`src/rtl/core/cms_pkg.sv`:
```
`default_nettype none

package cms_pkg;

  localparam int unsigned FRAME_LEN   = 44;
  localparam int unsigned ROOT_LEN    = 32;
  localparam int unsigned MARK_LEN    = 4;
  localparam int unsigned CAPTURE_LEN = FRAME_LEN - MARK_LEN;
  localparam int unsigned WIN_LEN     = MARK_LEN - 1;
  localparam int unsigned ROOT_WORDS  = ROOT_LEN / 8;
  localparam int unsigned CNT_W       = $clog2(CAPTURE_LEN + 1);

  typedef logic [7:0] byte_t;

  typedef enum logic [2:0] {
    PH_SEARCH  = 3'b001,
    PH_CAPTURE = 3'b010,
    PH_DONE    = 3'b100
  } scan_phase_t;

  // Outcome of one record, handed from the scanner to the result buffer
  typedef struct packed {
    logic                         found;
    logic [ROOT_WORDS-1:0][63:0]  root;
    logic [31:0]                  size;
    logic [31:0]                  nonce;
  } rec_result_t;

endpackage

`default_nettype wire

```
`src/rtl/core/cms_cell.sv`:
```
`default_nettype none

module cms_cell (
  input  wire logic            clk,
  input  wire logic            shift,
  input  wire cms_pkg::byte_t  d,
  output cms_pkg::byte_t       q
);

  cms_pkg::byte_t held;

  always_ff @(posedge clk) begin
    if (shift) begin
      held <= d;
    end
  end

  assign q = held;

endmodule

`default_nettype wire

```
`src/rtl/core/cms_result_buf.sv`:
```
`default_nettype none

module cms_result_buf (
  input  wire logic                  clk,
  input  wire logic                  rst,
  input  wire logic                  load,
  input  wire cms_pkg::rec_result_t  rec,
  output logic                       free,
  output logic                       out_valid,
  input  wire logic                  out_ready,
  output logic                       found,
  output logic [63:0]                root_word,
  output logic [1:0]                 word_index,
  output logic [31:0]                size_field,
  output logic [31:0]                nonce_field,
  output logic                       last_result
);

  logic        valid;
  logic [1:0]  beat;
  logic        hit;
  logic [63:0] root [cms_pkg::ROOT_WORDS];
  logic [31:0] size;
  logic [31:0] nonce;
  logic        fire;

  assign fire        = valid && out_ready;
  assign last_result = !hit || (beat == 2'(cms_pkg::ROOT_WORDS - 1));
  assign free        = !valid || (out_ready && last_result);

  always_ff @(posedge clk) begin
    if (rst) begin
      valid <= 1'b0;
      beat  <= '0;
    end else if (load) begin
      valid <= 1'b1;
      beat  <= '0;
    end else if (fire) begin
      if (last_result) begin
        valid <= 1'b0;
      end else begin
        beat <= beat + 2'd1;
      end
    end
  end

  // payload: no reset
  always_ff @(posedge clk) begin
    if (load) begin
      hit   <= rec.found;
      size  <= rec.size;
      nonce <= rec.nonce;
      for (int k = 0; k < cms_pkg::ROOT_WORDS; k++) begin
        root[k] <= rec.root[k];
      end
    end
  end

  assign out_valid   = valid;
  assign found       = hit;
  assign word_index  = hit ? beat : 2'd0;
  assign root_word   = hit ? root[beat] : 64'd0;
  assign size_field  = hit ? size : 32'd0;
  assign nonce_field = hit ? nonce : 32'd0;

endmodule

`default_nettype wire

```
`src/rtl/core/commitment_marker_scanner_top.sv`:
```
`default_nettype none
// The results of a record appear in the cycle after its marked last byte is accepted.
// Throughput: one byte per cycle; a record with a commitment gives four result beats,
// otherwise one. A last byte waits only while the previous record's results still drain.
// Reset (synchronous, active high): marker register to zero, scan back to searching,
// result buffer empty. Captured bytes are not cleared; they are read only once complete.

module commitment_marker_scanner_top (
  input  wire logic         clk,
  input  wire logic         rst,
  // configuration: marker word
  input  wire logic         cfg_write_en,
  input  wire logic [31:0]  cfg_write_data,
  // byte requests
  input  wire logic         in_valid,
  output logic              in_ready,
  input  wire logic [7:0]   data_byte,
  input  wire logic         last_byte,
  // result requests
  output logic              out_valid,
  input  wire logic         out_ready,
  output logic              found,
  output logic [63:0]       root_word,
  output logic [1:0]        word_index,
  output logic [31:0]       size_field,
  output logic [31:0]       nonce_field,
  output logic              last_result
);

  localparam int unsigned NCAP = cms_pkg::CAPTURE_LEN;
  localparam int unsigned NWIN = cms_pkg::WIN_LEN;

  logic [31:0]               magic;
  cms_pkg::scan_phase_t      phase, phase_next;
  logic [1:0]                seen, seen_next;
  logic [cms_pkg::CNT_W-1:0] count, count_next;

  logic                 accept;
  logic                 match;
  logic                 win_shift;
  logic                 cap_shift;
  logic                 done_now;
  logic                 buf_free;
  cms_pkg::byte_t       win_q [NWIN];
  cms_pkg::byte_t       cap_q [NCAP];
  cms_pkg::byte_t       cap_byte [NCAP];
  cms_pkg::rec_result_t rec;

  // Accept ordinary bytes always; a last byte needs room in the result buffer
  assign in_ready = !last_byte || buf_free;
  assign accept   = in_valid && in_ready;

  // Marker register: later compares use the new value at once
  always_ff @(posedge clk) begin
    if (rst) begin
      magic <= '0;
    end else if (cfg_write_en) begin
      magic <= cfg_write_data;
    end
  end

  // Search window: cell 0 holds the newest of the three previous bytes
  assign win_shift = accept && (phase == cms_pkg::PH_SEARCH);

  for (genvar i = 0; i < NWIN; i++) begin : g_win
    cms_cell u_cell (
      .clk   (clk),
      .shift (win_shift),
      .d     ((i == 0) ? data_byte : win_q[(i == 0) ? 0 : i - 1]),
      .q     (win_q[i])
    );
  end

  // Marker starts three bytes back and ends with the incoming byte
  assign match = (phase == cms_pkg::PH_SEARCH) && (seen == 2'd3) &&
                 (magic == {data_byte, win_q[0], win_q[1], win_q[2]});

  // Capture chain: bytes enter at cell 0 and advance one cell per capture,
  // so after the full capture cell NCAP-1 holds the first byte after the marker
  assign cap_shift = accept && (phase == cms_pkg::PH_CAPTURE);

  for (genvar i = 0; i < NCAP; i++) begin : g_cap
    cms_cell u_cell (
      .clk   (clk),
      .shift (cap_shift),
      .d     ((i == 0) ? data_byte : cap_q[(i == 0) ? 0 : i - 1]),
      .q     (cap_q[i])
    );
  end

  // Capture complete once this byte is taken, or already complete in the done phase
  assign done_now = (phase == cms_pkg::PH_DONE) ||
                    ((phase == cms_pkg::PH_CAPTURE) &&
                     (count == cms_pkg::CNT_W'(NCAP - 1)));

  // Captured bytes in record order, including the incoming byte when it is the final one
  always_comb begin
    for (int i = 0; i < NCAP; i++) begin
      if (phase == cms_pkg::PH_DONE) begin
        cap_byte[i] = cap_q[NCAP - 1 - i];
      end else if (i == NCAP - 1) begin
        cap_byte[i] = data_byte;
      end else begin
        cap_byte[i] = cap_q[NCAP - 2 - i];
      end
    end
  end

  // Root bytes first, then size and nonce, both little endian
  always_comb begin
    rec.found = done_now;
    for (int k = 0; k < cms_pkg::ROOT_WORDS; k++) begin
      for (int j = 0; j < 8; j++) begin
        rec.root[k][8*j +: 8] = cap_byte[8*k + j];
      end
    end
    for (int j = 0; j < 4; j++) begin
      rec.size[8*j +: 8]  = cap_byte[cms_pkg::ROOT_LEN + j];
      rec.nonce[8*j +: 8] = cap_byte[cms_pkg::ROOT_LEN + 4 + j];
    end
  end

  // Scan control
  always_comb begin
    phase_next = phase;
    seen_next  = seen;
    count_next = count;
    if (accept) begin
      if (last_byte) begin
        // drop per-record state for the next record
        phase_next = cms_pkg::PH_SEARCH;
        seen_next  = '0;
        count_next = '0;
      end else begin
        unique case (phase)
          cms_pkg::PH_SEARCH: begin
            if (seen != 2'd3) begin
              seen_next = seen + 2'd1;
            end
            if (match) begin
              phase_next = cms_pkg::PH_CAPTURE;
              count_next = '0;
            end
          end
          cms_pkg::PH_CAPTURE: begin
            count_next = count + cms_pkg::CNT_W'(1);
            if (done_now) begin
              phase_next = cms_pkg::PH_DONE;
            end
          end
          cms_pkg::PH_DONE: begin
            // hold: later bytes are ignored
          end
          default: begin
            phase_next = cms_pkg::PH_SEARCH;
          end
        endcase
      end
    end
  end

  always_ff @(posedge clk) begin
    if (rst) begin
      phase <= cms_pkg::PH_SEARCH;
      seen  <= '0;
      count <= '0;
    end else begin
      phase <= phase_next;
      seen  <= seen_next;
      count <= count_next;
    end
  end

  // Result buffer: parts the byte side from the result side
  cms_result_buf u_result_buf (
    .clk         (clk),
    .rst         (rst),
    .load        (accept && last_byte),
    .rec         (rec),
    .free        (buf_free),
    .out_valid   (out_valid),
    .out_ready   (out_ready),
    .found       (found),
    .root_word   (root_word),
    .word_index  (word_index),
    .size_field  (size_field),
    .nonce_field (nonce_field),
    .last_result (last_result)
  );

endmodule

`default_nettype wire

```
`config.mk`:
```
export PLATFORM = sky130hd
export DESIGN_NAME = commitment_marker_scanner_top
export DESIGN_NICKNAME = d
export VERILOG_FILES = /design/src/rtl/core/cms_pkg.sv /design/src/rtl/core/cms_cell.sv /design/src/rtl/core/cms_result_buf.sv /design/src/rtl/core/commitment_marker_scanner_top.sv
export SDC_FILE = /design/constraint.sdc
export NUM_CORES = 1
export LEC_CHECK = 0
export BUFFER_PORTS_ARGS = -buffer_cell sky130_fd_sc_hd__buf_2
export CAP_MARGIN = 20
export CORE_MARGIN = 2
export CORE_UTILIZATION = 55
export CTS_CLUSTER_SIZE = 40
export DETAILED_ROUTE_END_ITERATION = 10
export PLACE_DENSITY = 0.76
export SYNTH_ARGS = -nofsm -noshare
export SYNTH_HDL_FRONTEND = slang
export SYNTH_SLANG_ARGS = --single-unit
```
`constraint.sdc`:
```
create_clock -name clk -period 10.8 [get_ports clk]
set_clock_uncertainty 0.2 [all_clocks]
set_input_delay 1.62 -clock clk [delete_from_list [all_inputs] [get_ports clk]]
set_output_delay 1.62 -clock clk [all_outputs]
set_load 0.05 [all_outputs]
```
==> flow_metrics.tcl <==
set metrics [dict create \
    wl_per_cell_um 21.6 \
    synth.area.top_cells "edfxtp_1 (70%), mux2_2 (13%), mux4_2 (5.0%)" \
    status "finished, final reports clean" \
    tns_ns 0 \
    hpwl_um 31400 \
    cts_tree "yes" \
    cts_resized 0 \
    crit_path_top_delay_cell "buf_4" \
    clockPowerShare_pct 43.2 \
    cts.sinks 713 \
    worstPathArrival_ns 3.19 \
    grt_pass1_vias 14100 \
    hold_buffers 0 \
    rows 83 \
    crit_chain "buf_4, mux4_2, and2_1, buf_2" \
    syn_nets 1568 \
    startpoint_type "flop" \
    num_antenna_cells 0 \
    period_minus_slack_ns 5.01 \
    synth_cell_types 46 \
    overflow 0 \
    seqCellArea_um2 20900 \
    hold_class "reg2reg" \
    p_seq_share_pct 54.4 \
    yosysTopAreaCell "edfxtp_1" \
    min_period_over_period_pct 46.4 \
    grt_pass1_wl_um 82100 \
    fp.dieW_um 232 \
    nets 1756 \
    reg2reg_from "u_result_buf.beat[0]" \
    antenna_found_initial 0 \
    tightest_slew_ns 1.24 \
    layout_common_cells "edfxtp_1 (665), mux2_2 (321), buf_2 (179)" \
    synth_top_area_share_pct 69.8 \
    synth.avg_cell_area_um2 18.8 \
    drt-initial-drc-count 1199 \
    intPower_mw 4.49 \
    finalSetupViolCount 0 \
    ys_seq_elements 713 \
    clk-insertion-delay-late_ns 0.61 \
    netlist_instances 1519 \
    r2r-end "g_cap[12].u_cell.q[4]" \
    finalWeightedCongestion 0.844 \
    wl_um 52700 \
    criticalPathCategory "reg2out" \
    vias_per_cell 5.63 \
    maxCapViolations 0 \
    cts_max_level 3 \
    nFillCells 3519 \
    first_pass_iters 6 \
    drc 0 \
    mostFrequentLayoutCell "edfxtp_1" \
    grt_max_degree 194 \
    cts_root_buf "clkbuf_16" \
    reg2reg_depth 7 \
    endpoint_kind "output pin" \
    synth_compound_area_share_pct 0.774 \
    min_from "g_cap[30].u_cell.q[2]" \
    synth_top_family_by_area "multiplexers" \
    synthAdderAreaFrac_pct 0.131 \
    p_comb_share_pct 2.4 \
    clk_pin_slew_ns 0.06 \
    endpoint "root_word[40]" \
    area_delta_synth_final_pct 13.4 \
    muxShareOfSynthArea_pct 18.8 \
    cts_made_buffers 70 \
    netSwitchingFraction_pct 20.3 \
    clock.fmax_mhz 200 \
    ys_warn_count 0 \
    rsz0062_at_grt "no" \
    ir_worst_vdd_mv 0.122 \
    vias 13800 \
    die_height_um 232 \
    switchingPower_mw 1.14 \
    ys_seq_area_share_pct 73.2 \
    post-cts-setup-buffers 0 \
    antenna_left 0 \
    coreArea_um2 51400 \
    ys_dominant_reg_cell "edfxtp_1" \
    synth-xor-area-share_pct 1.01 \
    grt_util_all_layers_pct 19.9 \
    leakagePower_nw 11.1 \
    cts_buffer_depth 3 \
    maxSlewViolCount 0 \
    final_hold_viol_count 0 \
    synth_edf_count 665 \
    slowest_delay_ns 0.81 \
    syn_area_um2 28600 \
    drive_gt1_share_pct 39.2 \
    async_flop_share_pct 0 \
    initial_core_util_pct 55.7 \
    synthSimpleGateAreaFrac_pct 4.77 \
    die_area_um2 53900 \
    ioPinCount 180 \
    worstPathMaxFanout 40 \
    crit_required_ns 8.98 \
    io_buffers 179 \
    power_density_nw_per_um2 174 \
    r2r_slack_ns 6.66 \
    slew_headroom_pct 17.6 \
    timing.hold.ws_ns 0.264 \
    multiInputGateArea_um2 7310 \
]
==> per-stage QoR <==
stage          worst slack, ns  power (mW)  cell area, µm²  cells  util [%]
6_report                  5.79        5.63           32500   2444      63.1
3_3_place_gp              5.78        3.26           30200   2315      58.7
2_1_floorplan            0.172        3.23           28600   1519         -
5_1_grt                   5.54        5.80           32500   2444      63.1
4_1_cts                   5.67        5.68           32500   2444      63.1
3_5_place_dp              5.68        3.26           30200   2315      58.7
==> critical path: cells and delay by family, from the launching register on <==
family / cells / cell delay (ns)
simple gates: 1 / 0.18
buf+inv: 2 / 1.01
mux: 1 / 0.65
flops: 1 / 0.71
==> kinds of logic (layout without fill, tap and decap cells) <==
logic type,after synthesis,in the layout
buffers and inverters,88,333
adder cells (fa/ha/maj),3,3
multiplexers,418,418
AO/OA/AOI/OAI,31,31
flip-flops,713,713
AND/OR/NAND/NOR,233,233
XOR/XNOR,33,33
==> power by group through the flow <==
stage          sequential [mW]  clock (mW)  combinational, mW
2_1_floorplan             3.13           0             0.0967
3_3_place_gp              3.12           0              0.136
3_5_place_dp              3.12           0              0.139
4_1_cts                   3.06        2.48              0.140
5_1_grt                   3.07        2.58              0.149
6_report                  3.06        2.43              0.137
==> worst min path at each step <==
stage	endpoint	slack, ns	depth (start not counted)
after global routing	g_win[2].u_cell.q[6]	0.27	0
after floorplan	g_cap[10].u_cell.q[0]	0.24	0
after CTS	g_cap[31].u_cell.q[2]	0.26	0
after detailed placement	g_cap[21].u_cell.q[2]	0.25	0
final	g_cap[31].u_cell.q[2]	0.26	0
after global placement	g_cap[33].u_cell.q[5]	0.25	0
==> synthesized netlist by cell type (3+ instances only) <==
cell	instances
and2_1	130
nor2_1	41
dfxtp_1	48
nor3_1	11
mux2i_1	33
a31oi_1	3
o21ai_0	5
clkbuf_1	31
o31ai_1	5
inv_1	11
ha_1	3
buf_1	5
nor4_1	11
xor2_1	32
mux4_2	64
mux2_2	321
edfxtp_1	665
nand3_1	8
buf_2	41
a21oi_1	4
nand2_1	11
==> area by class of cell <==
| type | count | area share (%) |
|---|---|---|
| well taps | 680 | 2.62 |
| multi-input cells | 718 | 22.5 |
| clock buffers | 84 | 5.59 |
| flip-flops and latches | 713 | 64.5 |
| inverters | 11 | 0.127 |
| clock inverters | 45 | 1.46 |
| repair buffers | 193 | 3.16 |
==> sequential cells by signal, indices dropped and copies added (netlist names), named ones only <==
signal	flops
g_cap.u_cell.q	320
u_result_buf.root	256
magic	32
u_result_buf.nonce	32
u_result_buf.size	32
g_win.u_cell.q	24
count	6
phase	3
seen	2
u_result_buf.beat	2
u_result_buf.found	1
u_result_buf.out_valid	1
==> metal layers <==
metal | up-vias | track usage (%) | share of wire [%]
met4 | 0 | 6.27 | 2.0
met3 | 76 | 6.03 | 7.7
met2 | 394 | 29.1 | 45
met5 | - | 0 | 0
li1 | 6310 | - | -
met1 | 6973 | 28.8 | 45
(Power assumes the default switching activity.)
